===== src/ppfp_pkg.sv =====
// Shared types, constants and helper functions for the pointing pad frame processor.
// Used by ppfp_mul_unit and pointing_pad_frame_processor_unit; depends on nothing else.
`default_nettype none

package ppfp_pkg;

	// shared multiplier geometry
	localparam int MUL_A_W   = 16;
	localparam int MUL_B_W   = 21;
	localparam int MUL_P_W   = MUL_A_W + MUL_B_W;
	localparam int MUL_R_W   = 18;
	// every constant division is a multiply by a rounded-up reciprocal, then this shift
	localparam int DIV_SHIFT = 22;

	typedef logic [MUL_A_W-1:0] mul_a_t;
	typedef logic [MUL_B_W-1:0] mul_b_t;
	typedef logic [MUL_P_W-1:0] mul_p_t;
	typedef logic [MUL_R_W-1:0] mul_r_t;

	typedef struct packed {
		mul_a_t a;
		mul_b_t b;
		logic   div;
	} mul_op_t;

	// ceil(2^DIV_SHIFT / k); exact floor for the operand ranges used here
	localparam mul_b_t RECIP_3  = mul_b_t'(((1 << DIV_SHIFT) + 2) / 3);
	localparam mul_b_t RECIP_6  = mul_b_t'(((1 << DIV_SHIFT) + 5) / 6);
	localparam mul_b_t RECIP_7  = mul_b_t'(((1 << DIV_SHIFT) + 6) / 7);
	localparam mul_b_t RECIP_9  = mul_b_t'(((1 << DIV_SHIFT) + 8) / 9);
	localparam mul_b_t RECIP_48 = mul_b_t'(((1 << DIV_SHIFT) + 47) / 48);

	// divide by 48*48 = 256 * 9: shift first, then reciprocal of 9
	localparam int SQ_PRE_SHIFT = 8;

	localparam mul_b_t MIN_SCALE = mul_b_t'(7);
	localparam mul_b_t THR_SCALE = mul_b_t'(6);
	localparam mul_b_t DITH_SCALE = mul_b_t'(10);

	localparam logic [7:0] TOUCH_HI_MASK = 8'h7c;
	localparam logic [7:0] CENTER_POS    = 8'h80;
	localparam logic [7:0] DEAD_PLAY     = 8'd36;
	localparam logic [7:0] HALF_KNEE     = 8'd24;
	localparam logic [8:0] KNEE          = 9'd48;
	localparam logic [7:0] SAT_LIMIT     = 8'd128;
	localparam logic [7:0] SAT_MAX       = 8'd127;
	localparam logic [3:0] TICK_MAX      = 4'd10;

	localparam logic [2:0] GAIN_NORMAL [4] = '{3'd3, 3'd4, 3'd5, 3'd6};
	localparam logic [2:0] GAIN_AIM    [4] = '{3'd2, 3'd2, 3'd3, 3'd3};

	function automatic logic [2:0] gain_sel(input logic aim_mode, input logic [1:0] sens);
		return aim_mode ? GAIN_AIM[sens] : GAIN_NORMAL[sens];
	endfunction

	function automatic logic [7:0] abs_diff(input logic [7:0] a, input logic [7:0] b);
		return (a < b) ? (b - a) : (a - b);
	endfunction

endpackage

`default_nettype wire


===== src/pointing_pad_frame_processor_unit.sv =====
// Top level of the pointing pad frame processor: byte parser, frame-end sequencer, result register.
// Depends on ppfp_pkg and ppfp_mul_unit.
//
//   channel  | signals                                   | handshake
//   ---------+-------------------------------------------+-----------------------------
//   byte     | byte_in, aim                              | byte_valid / byte_stall
//   result   | frame_done, move_x, move_y, touched,      | result_valid / result_stall
//            | touch_level, touch_threshold, in_frame    |
//   cfg      | cfg_data (sensitivity)                    | cfg_valid / cfg_ready
//
// A byte that does not complete a frame is accepted, then published. The byte that
// completes a frame is accepted with the level filter, then takes 5 steps for the
// minimum and threshold (4 on the shared multiplier), then 1 to 9 steps per axis, then publish.
// byte_stall is high from accept until the result is loaded into the result register; a
// stalled result register holds the sequencer in publish. Reset is asynchronous, active low.
`default_nettype none

module pointing_pad_frame_processor_unit (
	input  wire logic              clk,
	input  wire logic              arst_n,
	input  wire logic              byte_valid,
	output logic                   byte_stall,
	input  wire logic [7:0]        byte_in,
	input  wire logic              aim,
	output logic                   result_valid,
	input  wire logic              result_stall,
	output logic                   frame_done,
	output logic signed [7:0]      move_x,
	output logic signed [7:0]      move_y,
	output logic                   touched,
	output logic [11:0]            touch_level,
	output logic [11:0]            touch_threshold,
	output logic                   in_frame,
	input  wire logic              cfg_valid,
	output logic                   cfg_ready,
	input  wire logic [1:0]        cfg_data
);

	typedef enum logic [15:0] {
		ST_IDLE = 16'h0001,
		ST_MIN7 = 16'h0002,
		ST_MIN6 = 16'h0004,
		ST_F6   = 16'h0008,
		ST_F7   = 16'h0010,
		ST_THR  = 16'h0020,
		ST_VG   = 16'h0040,
		ST_V3   = 16'h0080,
		ST_SQ   = 16'h0100,
		ST_D1   = 16'h0200,
		ST_CU   = 16'h0400,
		ST_D2   = 16'h0800,
		ST_MAG  = 16'h1000,
		ST_D3   = 16'h2000,
		ST_DITH = 16'h4000,
		ST_PUB  = 16'h8000
	} state_t;

	state_t state_q, state_d;

	// model state
	logic [2:0]  pos_q, pos_d;
	logic [11:0] rt_q, rt_d;
	logic [7:0]  rx_q, rx_d, ry_q, ry_d;
	logic [11:0] fl_q, fl_d, thr_q, thr_d, min_q, min_d;
	logic [7:0]  cx_q, cx_d, cy_q, cy_d;
	logic [7:0]  px_q, px_d, py_q, py_d;
	logic [3:0]  tick_q, tick_d;
	logic [7:0]  mx_q, mx_d, my_q, my_d;
	logic [1:0]  sens_q;

	// sequencer working registers
	logic        ax_q, ax_d;
	logic        done_q, done_d;
	logic        aim_q, aim_d;
	logic        upd_q, upd_d;
	logic        neg_q, neg_d;
	logic        big_q, big_d;
	logic [8:0]  vs_q, vs_d;

	// result register
	logic        out_valid_q;
	logic        out_load;
	logic        done_out_q, touched_out_q, frame_out_q;
	logic [7:0]  mx_out_q, my_out_q;
	logic [11:0] fl_out_q, thr_out_q;

	ppfp_pkg::mul_op_t op;
	ppfp_pkg::mul_r_t  r;

	logic [2:0]  pos_eff;
	logic [11:0] f_new, min_eff, thr_eff;
	logic        near, recenter;
	logic [7:0]  raw_sel, ctr_sel, dv, mag, mv;
	logic [2:0]  gain;
	logic        axis_fin;

	ppfp_mul_unit u_mul (
		.clk (clk),
		.op  (op),
		.res (r)
	);

	assign pos_eff = byte_in[7] ? 3'd1 : pos_q;
	assign f_new   = fl_q - {2'b00, fl_q[11:2]} + {2'b00, rt_q[11:2]};
	assign min_eff = (fl_q < min_q) ? fl_q : min_q;
	assign thr_eff = upd_q ? r[11:0] : thr_q;
	assign near    = (ppfp_pkg::abs_diff(rx_q, ppfp_pkg::CENTER_POS) < ppfp_pkg::DEAD_PLAY) &&
	                 (ppfp_pkg::abs_diff(ry_q, ppfp_pkg::CENTER_POS) < ppfp_pkg::DEAD_PLAY);
	// re-center only while untouched, near the middle (or never centered), and steady
	assign recenter = (thr_eff < fl_q) && (near || (cx_q == 8'd0 && cy_q == 8'd0)) &&
	                  (rx_q == px_q) && (ry_q == py_q);
	assign raw_sel = ax_q ? ry_q : rx_q;
	assign ctr_sel = ax_q ? cy_q : cx_q;
	assign dv      = ppfp_pkg::abs_diff(raw_sel, ctr_sel);
	assign gain    = ppfp_pkg::gain_sel(aim_q, sens_q);
	assign mv      = neg_q ? (~mag + 8'd1) : mag;

	always_comb begin
		state_d  = state_q;
		pos_d    = pos_q;
		rt_d     = rt_q;
		rx_d     = rx_q;
		ry_d     = ry_q;
		fl_d     = fl_q;
		thr_d    = thr_q;
		min_d    = min_q;
		cx_d     = cx_q;
		cy_d     = cy_q;
		px_d     = px_q;
		py_d     = py_q;
		tick_d   = tick_q;
		mx_d     = mx_q;
		my_d     = my_q;
		ax_d     = ax_q;
		done_d   = done_q;
		aim_d    = aim_q;
		upd_d    = upd_q;
		neg_d    = neg_q;
		big_d    = big_q;
		vs_d     = vs_q;
		op       = '0;
		mag      = 8'd0;
		axis_fin = 1'b0;
		out_load = 1'b0;

		unique case (state_q)
			ST_IDLE: begin
				if (byte_valid) begin
					done_d  = 1'b0;
					state_d = ST_PUB;
					unique case (pos_eff)
						3'd1: begin
							rt_d  = {byte_in[6:2] & ppfp_pkg::TOUCH_HI_MASK[6:2], 7'd0};
							ry_d  = {byte_in[1], 7'd0};
							rx_d  = {byte_in[0], 7'd0};
							pos_d = 3'd2;
						end
						3'd2: begin
							rt_d  = rt_q | {4'd0, byte_in};
							pos_d = 3'd3;
						end
						3'd3: begin
							rx_d  = rx_q | byte_in;
							pos_d = 3'd4;
						end
						3'd4: begin
							ry_d    = ry_q | byte_in;
							pos_d   = 3'd0;
							fl_d    = f_new;
							aim_d   = aim;
							done_d  = 1'b1;
							state_d = ST_MIN7;
						end
						default: begin
							pos_d = 3'd0;
						end
					endcase
				end
			end
			ST_MIN7: begin
				min_d   = min_eff;
				op.a    = ppfp_pkg::mul_a_t'(min_eff);
				op.b    = ppfp_pkg::MIN_SCALE;
				state_d = ST_MIN6;
			end
			ST_MIN6: begin
				op.a    = ppfp_pkg::mul_a_t'(r);
				op.b    = ppfp_pkg::RECIP_6;
				op.div  = 1'b1;
				state_d = ST_F6;
			end
			ST_F6: begin
				upd_d   = r < ppfp_pkg::mul_r_t'(fl_q);
				op.a    = ppfp_pkg::mul_a_t'(fl_q);
				op.b    = ppfp_pkg::THR_SCALE;
				state_d = ST_F7;
			end
			ST_F7: begin
				op.a    = ppfp_pkg::mul_a_t'(r);
				op.b    = ppfp_pkg::RECIP_7;
				op.div  = 1'b1;
				state_d = ST_THR;
			end
			ST_THR: begin
				if (upd_q) begin
					thr_d = r[11:0];
					min_d = r[11:0];
				end
				if (recenter) begin
					cx_d = rx_q;
					cy_d = ry_q;
				end
				ax_d    = 1'b0;
				state_d = ST_VG;
			end
			ST_VG: begin
				neg_d = raw_sel < ctr_sel;
				if (dv < ppfp_pkg::HALF_KNEE) begin
					axis_fin = 1'b1;
				end else begin
					op.a    = ppfp_pkg::mul_a_t'(dv);
					op.b    = ppfp_pkg::mul_b_t'(gain);
					state_d = ST_V3;
				end
			end
			ST_V3: begin
				op.a    = ppfp_pkg::mul_a_t'(r);
				op.b    = ppfp_pkg::RECIP_3;
				op.div  = 1'b1;
				state_d = ST_SQ;
			end
			ST_SQ: begin
				vs_d    = r[8:0];
				big_d   = r >= ppfp_pkg::mul_r_t'(ppfp_pkg::KNEE);
				op.a    = ppfp_pkg::mul_a_t'(r);
				op.b    = ppfp_pkg::mul_b_t'(r);
				state_d = ST_D1;
			end
			ST_D1: begin
				if (big_q) begin
					op.a = ppfp_pkg::mul_a_t'(r >> ppfp_pkg::SQ_PRE_SHIFT);
					op.b = ppfp_pkg::RECIP_9;
				end else begin
					op.a = ppfp_pkg::mul_a_t'(r);
					op.b = ppfp_pkg::RECIP_48;
				end
				op.div  = 1'b1;
				state_d = ST_CU;
			end
			ST_CU: begin
				op.a    = ppfp_pkg::mul_a_t'(r);
				op.b    = ppfp_pkg::mul_b_t'(vs_q);
				state_d = ST_D2;
			end
			ST_D2: begin
				op.a    = ppfp_pkg::mul_a_t'(r);
				op.b    = ppfp_pkg::RECIP_48;
				op.div  = 1'b1;
				state_d = ST_MAG;
			end
			ST_MAG: begin
				if (big_q) begin
					mag      = (r >= ppfp_pkg::mul_r_t'(ppfp_pkg::SAT_LIMIT)) ?
					           ppfp_pkg::SAT_MAX : {1'b0, r[6:0]};
					axis_fin = 1'b1;
				end else begin
					op.a    = ppfp_pkg::mul_a_t'(r);
					op.b    = ppfp_pkg::DITH_SCALE;
					state_d = ST_D3;
				end
			end
			ST_D3: begin
				op.a    = ppfp_pkg::mul_a_t'(r);
				op.b    = ppfp_pkg::RECIP_48;
				op.div  = 1'b1;
				state_d = ST_DITH;
			end
			ST_DITH: begin
				// small motion: one count whenever the tick has not passed the cubic value
				mag      = (ppfp_pkg::mul_r_t'(tick_q) <= r) ? 8'd1 : 8'd0;
				axis_fin = 1'b1;
			end
			ST_PUB: begin
				if (!out_valid_q || !result_stall) begin
					out_load = 1'b1;
					state_d  = ST_IDLE;
				end
			end
			default: begin
				state_d = ST_IDLE;
			end
		endcase

		if (axis_fin) begin
			if (!ax_q) begin
				mx_d    = mv;
				ax_d    = 1'b1;
				state_d = ST_VG;
			end else begin
				my_d    = mv;
				px_d    = rx_q;
				py_d    = ry_q;
				tick_d  = (tick_q >= ppfp_pkg::TICK_MAX) ? 4'd0 : tick_q + 4'd1;
				state_d = ST_PUB;
			end
		end
	end

	always_ff @(posedge clk or negedge arst_n) begin
		if (!arst_n) begin
			state_q     <= ST_IDLE;
			pos_q       <= '0;
			rt_q        <= '0;
			rx_q        <= '0;
			ry_q        <= '0;
			fl_q        <= '0;
			thr_q       <= '0;
			min_q       <= '0;
			cx_q        <= '0;
			cy_q        <= '0;
			px_q        <= '0;
			py_q        <= '0;
			tick_q      <= '0;
			mx_q        <= '0;
			my_q        <= '0;
			ax_q        <= 1'b0;
			done_q      <= 1'b0;
			sens_q      <= '0;
			out_valid_q <= 1'b0;
		end else begin
			state_q <= state_d;
			pos_q   <= pos_d;
			rt_q    <= rt_d;
			rx_q    <= rx_d;
			ry_q    <= ry_d;
			fl_q    <= fl_d;
			thr_q   <= thr_d;
			min_q   <= min_d;
			cx_q    <= cx_d;
			cy_q    <= cy_d;
			px_q    <= px_d;
			py_q    <= py_d;
			tick_q  <= tick_d;
			mx_q    <= mx_d;
			my_q    <= my_d;
			ax_q    <= ax_d;
			done_q  <= done_d;
			if (cfg_valid) begin
				sens_q <= cfg_data;
			end
			if (out_load) begin
				out_valid_q <= 1'b1;
			end else if (!result_stall) begin
				out_valid_q <= 1'b0;
			end
		end
	end

	always_ff @(posedge clk) begin
		aim_q <= aim_d;
		upd_q <= upd_d;
		neg_q <= neg_d;
		big_q <= big_d;
		vs_q  <= vs_d;
		if (out_load) begin
			done_out_q    <= done_q;
			mx_out_q      <= mx_q;
			my_out_q      <= my_q;
			touched_out_q <= (fl_q < thr_q) || (mx_q != 8'd0) || (my_q != 8'd0);
			fl_out_q      <= fl_q;
			thr_out_q     <= thr_q;
			frame_out_q   <= pos_q != 3'd0;
		end
	end

	assign byte_stall      = (state_q != ST_IDLE);
	assign cfg_ready       = 1'b1;
	assign result_valid    = out_valid_q;
	assign frame_done      = done_out_q;
	assign move_x          = mx_out_q;
	assign move_y          = my_out_q;
	assign touched         = touched_out_q;
	assign touch_level     = fl_out_q;
	assign touch_threshold = thr_out_q;
	assign in_frame        = frame_out_q;

	ap_done_closes_frame: assert property (@(posedge clk) disable iff (!arst_n)
		(result_valid && frame_done) |-> !in_frame)
		else $error("completed frame reported while still in frame");

	ap_tick_range: assert property (@(posedge clk) disable iff (!arst_n)
		tick_q <= ppfp_pkg::TICK_MAX)
		else $error("dither tick out of range");

	ap_pos_range: assert property (@(posedge clk) disable iff (!arst_n)
		pos_q <= 3'd4)
		else $error("byte position out of range");

	ap_move_sat: assert property (@(posedge clk) disable iff (!arst_n)
		result_valid |-> (move_x != 8'sh80 && move_y != 8'sh80))
		else $error("movement outside saturation range");

endmodule

`default_nettype wire


===== src/ppfp_mul_unit.sv =====
// Shared multiplier with registered result and optional reciprocal post-shift.
// Depends on ppfp_pkg for operand types and the division shift.
`default_nettype none

module ppfp_mul_unit (
	input  wire logic              clk,
	input  wire ppfp_pkg::mul_op_t op,
	output ppfp_pkg::mul_r_t       res
);

	ppfp_pkg::mul_p_t prod;
	ppfp_pkg::mul_r_t res_q;

	assign prod = ppfp_pkg::mul_p_t'(op.a) * ppfp_pkg::mul_p_t'(op.b);

	always_ff @(posedge clk) begin
		if (op.div) begin
			res_q <= ppfp_pkg::mul_r_t'(prod >> ppfp_pkg::DIV_SHIFT);
		end else begin
			res_q <= ppfp_pkg::mul_r_t'(prod);
		end
	end

	assign res = res_q;

endmodule

`default_nettype wire


===== config.mk =====
export PLATFORM = sky130hd
export DESIGN_NAME = pointing_pad_frame_processor_unit
export DESIGN_NICKNAME = d
export VERILOG_FILES = /design/src/ppfp_pkg.sv /design/src/pointing_pad_frame_processor_unit.sv /design/src/ppfp_mul_unit.sv
export SDC_FILE = /design/constraint.sdc
export NUM_CORES = 1
export LEC_CHECK = 0
export BUFFER_PORTS_ARGS = -buffer_cell sky130_fd_sc_hd__buf_2
export CORE_AREA = 5 5 237 170
export CTS_CLUSTER_DIAMETER = 50
export DETAILED_ROUTE_END_ITERATION = 8
export DIE_AREA = 0 0 242 175
export HOLD_SLACK_MARGIN = 0.03
export PLACE_DENSITY = 0.83
export SLEW_MARGIN = 20
export SYNTH_ARGS = -nofsm -noshare
export SYNTH_HDL_FRONTEND = slang
export SYNTH_SLANG_ARGS = --single-unit

===== constraint.sdc =====
create_clock -name clk -period 13.9 [get_ports clk]
set_input_delay 0.695 -clock clk [delete_from_list [all_inputs] [get_ports clk]]
set_output_delay 0.695 -clock clk [all_outputs]
set_load 0.01 [all_outputs]

# Word-level counts from Yosys, hierarchy flattened
# Cells that the tools add are included.
# word_totals
reg_bits,214
latch_bits,0
ram_bits,0
mem_bits_ro,0
inputBits,16
output_inout_bits,46
n_memories,0
# op_classes
addsub,10
mul,1
div,0
n_lt_le_gt_ge,15
n_eq_ne,30
shifts,0
muxes,52
bitwise,6
reduce_logical,32
# op_table
op,n
$pmux W37 S11,1
$pmux W16 S16,1
$mux W16,7
$mux W37,2
$mux W8,6
$pmux W12 S2,2
$mul A16 B21 Y37,1
$lt A12 B12 Y1,3
$mux W12,3
$pmux W8 S2,2
$mux W29,1
$ge A18 B6 Y1 const B,1
$ge A18 B8 Y1 const B,1
$le A4 B18 Y1,1
$lt A18 B12 Y1,1
$mux W3,6
$eq A16 B1 Y1 const B,1
$eq A16 B10 Y1 const B,1
$eq A16 B11 Y1 const B,1
$eq A16 B12 Y1 const B,1
$eq A16 B13 Y1 const B,1
$eq A16 B14 Y1 const B,1
$eq A16 B15 Y1 const B,1
$eq A16 B16 Y1 const B,1
other kinds (54),99

# Depth between registers and ports, before layout
# logic_depth
word_depth,9
depth_mapped,40
mapped_depth_nobuf,37

# By module
# A second synthesis with hierarchy kept.
# unflattened
hier_cells,2434
area_unflattened_um2,22674.2
# by_module_without_submodules
module,n_inst,cells_each,area_each_um2
ppfp_mul_unit,1,1336,11458.5
pointing_pad_frame_processor_unit,1,1098,11215.8

# Worst setup path before layout
# No wires, ideal clock.
# synth_path
kind,reg2reg
from,register ax_q
to,"register u_mul.res_q[11], in the netlist u_mul.res[11]"
arrival_ns,9.858
path_slack_ns,3.980
path_stages_with_launch,33
synth_period_minus_slack_ns,9.920
path_cell_list,dfrtp_1 > buf_1 > clkbuf_1 > mux2i_1 > ha_1 > inv_1 > fa_1 > a21o_1 > a221o_1 > and4_4 > o41ai_2 > a211oi_2 > o41ai_4 > a21oi_1 > a2111oi_4 > nor2_1 > fa_1 > inv_1 > fa_1 > fa_1 > fa_1 > fa_1 > fa_1 > inv_1 > ha_1 > nand2_1 > or3_1 > a41oi_1 > a31oi_1 > nor3_1 > o21ai_0 > a2111o_1 > nand3_1
# synth_between
elab_chain_cells,8
# synth_rtl
element,line,text
start: declaration,pointing_pad_frame_processor_unit.sv:72,"logic ax_q, ax_d;"
start signal: assignment,pointing_pad_frame_processor_unit.sv:326,ax_q <= 1'b0;
start signal: assignment,pointing_pad_frame_processor_unit.sv:346,ax_q <= ax_d;
$mux W8 (on tied branches),"pointing_pad_frame_processor_unit.sv:112, pointing_pad_frame_processor_unit.sv:113",
$sub A8 B8 Y8 or $lt A8 B8 Y1 (tied branches),ppfp_pkg.sv:57,return (a < b) ? (b - a) : (a - b);
$mux W8 (*),ppfp_pkg.sv:57,
$lt A8 B5 Y1,pointing_pad_frame_processor_unit.sv:218,if (dv < ppfp_pkg::HALF_KNEE) begin
$mux W29 (*),pointing_pad_frame_processor_unit.sv:218,
$pmux W37 S11 (*),pointing_pad_frame_processor_unit.sv:146,unique case (state_q)
$mul A16 B21 Y37 (*),ppfp_mul_unit.sv:14,assign prod = ppfp_pkg::mul_p_t'(op.a) * ppfp_pkg::mul_p_t'(op.b);
$mux W15 (*),ppfp_mul_unit.sv:17,if (op.div) begin
end signal: assignment,ppfp_mul_unit.sv:18,res_q <= ppfp_pkg::mul_r_t'(prod >> ppfp_pkg::DIV_SHIFT);
end signal: assignment,ppfp_mul_unit.sv:20,res_q <= ppfp_pkg::mul_r_t'(prod);
end: declaration,ppfp_mul_unit.sv:12,ppfp_pkg::mul_r_t res_q;
# Every way passes the cells marked *; elsewhere a longest branch is shown, timed or not.
# A chain may end at the register's enable or synchronous reset.

# Final worst setup path
# Same ends and word-level chain as after synthesis.

==> results.rst <==
.. list-table::
   :header-rows: 1

   * - Metric
     - Value
   * - Hold-fix buffer count after cts
     - 0
   * - Total Die Area
     - 42,400 µm²
   * - Minimum clock period
     - 11.35 ns
   * - DIE WIDTH
     - 242 µm
   * - TritonCTS Sinks
     - 212
   * - RD Place Congestion
     - 1.04
   * - Setup crit end
     - u_mul.res[11]$_DFF_P_
   * - GR Overflow Total
     - 0
   * - Critical path peak fanout
     - 21
   * - Cts bufs inserted
     - 22
   * - Count of warnings emitted by yosys
     - 0
   * - Max-cap viol count
     - 0
   * - Diodes inserted
     - 0
   * - Overall power
     - 2.34 mW
   * - Peak supply drop
     - 0.146 mV
   * - Post-CTS clock slew at the launch and capture registers of the worst setup and hold paths
     - 0.07 ns
   * - Clock network latency to the later pin of the worst-skew pair
     - 0.53 ns
   * - Actual transition at the worst max-transition pin
     - 1.22 ns
   * - Routed vias
     - 18,273
   * - Post-detail-place hpwl
     - 50,200 µm
   * - Count of nets left with antenna violations after detail routing
     - 0
   * - Worst hold path class
     - input pin to async pin
   * - Root cell of the clock tree
     - sky130_fd_sc_hd__clkbuf_16
   * - Average size of a mapped cell
     - 9.41 µm²
   * - Async S/R FF share, synth
     - 65.1%
   * - Required time of the critical path
     - 14.37 ns
   * - Final non-filler cell total
     - 2,916
   * - First element of the critical path
     - ax_q$_DFF_PN0_
   * - RSZ-0062 raised after global routing
     - false
   * - Run status
     - complete, no violations
   * - Endpoint type of the worst setup path
     - flop
   * - Drt drc
     - 0
   * - Fin util
     - 63.5%
   * - WHS
     - 0.152 ns
   * - Number of H-tree levels
     - 1
   * - Unique cell type count in the Yosys netlist
     - 85
   * - Critical R2R Capture
     - u_mul.res[11]$_DFF_P_
   * - Fmax
     - 0.0881 GHz
   * - Final-report hold violation count
     - 0
   * - Port Buf Inserts
     - 60
   * - Average wire length per cell after detail routing
     - 22.5 µm
   * - Wire length of the first global-routing pass
     - 104,000 µm
   * - Cell total after placement
     - 2,875
   * - Most common cell after layout, fill and taps aside
     - sky130_fd_sc_hd__inv_1
   * - Buffer levels on the longest clock path
     - 3
   * - Seq. cell area
     - 5500 µm²
   * - Slowest CP cell
     - sky130_fd_sc_hd__dfrtp_1
   * - Number of filler cells placed in the layout
     - 3,079
   * - Number of search-and-repair iterations in the first detailed-routing pass
     - 6
   * - Register area share after synthesis
     - 24.6%
   * - Drt total wl
     - 65,700 µm
   * - Number of antenna violations at the first check in global routing
     - 3
   * - Starting DRC count in detailed routing
     - 2,308
   * - Post-Syn Nets
     - 2,859
   * - Critical path class
     - flop to flop
   * - Total of flip-flops plus latches after synthesis
     - 212
   * - Commonest cells after routing, fill and taps aside
     - sky130_fd_sc_hd__inv_1, sky130_fd_sc_hd__nand2_1, sky130_fd_sc_hd__fa_1, sky130_fd_sc_hd__nor2_1, sky130_fd_sc_hd__ha_1
   * - Setup violations, final
     - 0
   * - Reg2reg start
     - ax_q$_DFF_PN0_
   * - Synth Instances
     - 2,379
   * - # nets final
     - 2,884
   * - Cell Area, Synth
     - 22,400 µm²
   * - Count of flip-flops with a built-in enable after synthesis
     - 56
   * - Leakage power figure
     - 11.6 nW
   * - Area occupied by multi-input gates
     - 15,000 µm²
   * - Post-cts sizing count
     - 0
   * - Ratio of routed vias to standard cells
     - 6.27
   * - Ports
     - 62
   * - Area of the core region
     - 37,800 µm²
   * - Period utilisation layout
     - 81.6%
   * - Layout cell share with drive strength beyond 1
     - 8.72%
   * - R2R cell count
     - 31
   * - Type of element launching the critical path
     - flop
   * - Largest net degree at the start of global routing
     - 77
   * - Worst slew margin
     - 18.6%
   * - Crit path DAT
     - 11.82 ns
   * - Most prevalent standard cell on the critical path
     - sky130_fd_sc_hd__fa_1
   * - TritonCTS clock tree
     - done
   * - Most common flop cell mapped by yosys
     - sky130_fd_sc_hd__dfrtp_1
   * - R2R Setup Slk
     - 2.55 ns
   * - Tot GR Track Use
     - 31.0%
   * - Critical path's largest stage delay
     - 0.97 ns
   * - Post-synthesis to final-layout area growth
     - 7.32%
   * - Number of standard-cell rows in the floorplan
     - 60
   * - Number of global-route vias before repair
     - 19,137
   * - Total Negative Setup Slacks
     - 0 ns
   * - Count of final max-slew check failures
     - 0
   * - Vertical extent of the die
     - 175 µm
   * - Effective utilization at floorplan
     - 59.2%
   * - Final setup skew
     - 0.0134 ns
   * - Power Density
     - 97.3 nW/µm²
   * - Post-CTS Setup Repair Bufs
     - 0
-- metal layers --
metal  share of wire [%]  vias to the layer above  global-route usage [%]
li1                    -                     7861                       -
met1                  40                     8978                    44.2
met2                  42                     1213                    46.0
met3                  14                      217                    9.10
met4                 3.9                        4                    10.1
met5               0.043                        -                       0
-- worst max-delay path, delay by kind of cell, from the launching register on --
| kind | cells | cell delay [ns] |
|---|---|---|
| adder cells (fa/ha/maj) | 9 | 4.21 |
| buffers and inverters | 3 | 0.19 |
| AND/OR/NAND/NOR | 4 | 0.77 |
| flip-flops | 1 | 0.97 |
| AO/OA/AOI/OAI | 14 | 4.78 |
| multiplexers | 1 | 0.34 |
-- cells by family (layout without fill, tap and decap cells) --
logic type | Yosys count | in the layout | share of synthesized area, %
mux | 76 | 76 | 3.70
xor+xnor | 56 | 56 | 2.19
other cells | 1 | 1 | 0.0168
fa+ha+maj | 464 | 464 | 35.2
simple gates | 705 | 705 | 14.1
buf+inv | 490 | 531 | 8.47
compound gates | 375 | 375 | 11.8
flops | 212 | 212 | 24.6
-- metrics by stage --
stage | setup WS, ns | area (µm²)
3_5_place_dp | 2.76 | 23200
4_1_cts | 2.72 | 24000
5_1_grt | 2.12 | 24000
6_report | 2.55 | 24000
3_3_place_gp | 3.18 | 23200
2_1_floorplan | 3.98 | 22400
-- sequential cells by signal, summed over array words and instances (netlist names), 9 cells and up --
signal and count:
u_mul.res 18, state_q 16, fl_q 12, min_q 12, thr_q 12, touch_level 12
touch_threshold 12, rt_q 10, vs_q 9
-- cell usage after synthesis, types with 8 or more instances --
cell / instances / share of area (%)
sky130_fd_sc_hd__a21o_1: 38 / 1.3
sky130_fd_sc_hd__a221oi_1: 10 / 0.39
sky130_fd_sc_hd__buf_2: 25 / 0.56
sky130_fd_sc_hd__fa_1: 276 / 25
sky130_fd_sc_hd__mux2_2: 48 / 2.4
sky130_fd_sc_hd__nor4_1: 18 / 0.50
sky130_fd_sc_hd__dfrtp_1: 137 / 15
sky130_fd_sc_hd__xor2_1: 21 / 0.82
sky130_fd_sc_hd__o21ai_0: 80 / 1.8
sky130_fd_sc_hd__nand2b_1: 20 / 0.56
sky130_fd_sc_hd__ha_1: 188 / 11
sky130_fd_sc_hd__mux2i_1: 22 / 0.98
sky130_fd_sc_hd__nor2_1: 194 / 3.3
sky130_fd_sc_hd__o21bai_1: 14 / 0.47
sky130_fd_sc_hd__or2_2: 11 / 0.31
sky130_fd_sc_hd__dfxtp_1: 18 / 1.6
sky130_fd_sc_hd__clkbuf_1: 57 / 0.96
sky130_fd_sc_hd__nand3_1: 15 / 0.34
sky130_fd_sc_hd__a31oi_1: 9 / 0.25
sky130_fd_sc_hd__inv_1: 396 / 6.6
sky130_fd_sc_hd__nor3_1: 22 / 0.49
sky130_fd_sc_hd__a221o_1: 23 / 1.0
sky130_fd_sc_hd__o31ai_1: 13 / 0.44
sky130_fd_sc_hd__nand2_1: 312 / 5.2
sky130_fd_sc_hd__xnor2_1: 35 / 1.4
sky130_fd_sc_hd__nor2b_1: 15 / 0.42
sky130_fd_sc_hd__and3_1: 17 / 0.48
sky130_fd_sc_hd__o21a_1: 11 / 0.37
sky130_fd_sc_hd__nor4b_1: 8 / 0.31
sky130_fd_sc_hd__or3_1: 9 / 0.25
sky130_fd_sc_hd__nand4_1: 18 / 0.50
sky130_fd_sc_hd__a21oi_1: 91 / 2.0
sky130_fd_sc_hd__and2_1: 22 / 0.61
sky130_fd_sc_hd__edfxtp_1: 56 / 7.5
-- report_power, final --
part | switching, mW | internal, mW | leakage [nW]
clock | 0.268 | 0.423 | 0.409
combinational | 0.507 | 0.332 | 8.67
sequential | 0.0954 | 0.712 | 2.53
-- worst min path at each step --
| stage | start | end | slack, ns | cells after the start |
|---|---|---|---|---|
| global route | arst_n | thr_q[9]$_DFFE_PN0P_ | 0.19 | 1 |
| detailed placement | done_q$_DFFE_PN0P_ | frame_done$_DFFE_PP_ | 0.43 | 0 |
| floorplan | arst_n | ax_q$_DFF_PN0_ | 0.40 | 0 |
| finish | arst_n | pos_q[2]$_DFFE_PN0P_ | 0.15 | 1 |
| global placement | done_q$_DFFE_PN0P_ | frame_done$_DFFE_PP_ | 0.44 | 0 |
| CTS | arst_n | done_q$_DFFE_PN0P_ | 0.16 | 1 |
-- layout make-up --
| class | instances | area share (%) |
|---|---|---|
| multi-input cells | 1677 | 62.5 |
| repair buffers | 94 | 2.33 |
| inverters | 397 | 6.20 |
| clock inverters | 12 | 1.00 |
| clock buffers | 28 | 2.51 |
| well taps | 496 | 2.58 |
| flip-flops and latches | 212 | 22.9 |
No activity file was read; power rests on OpenSTA's default activity.
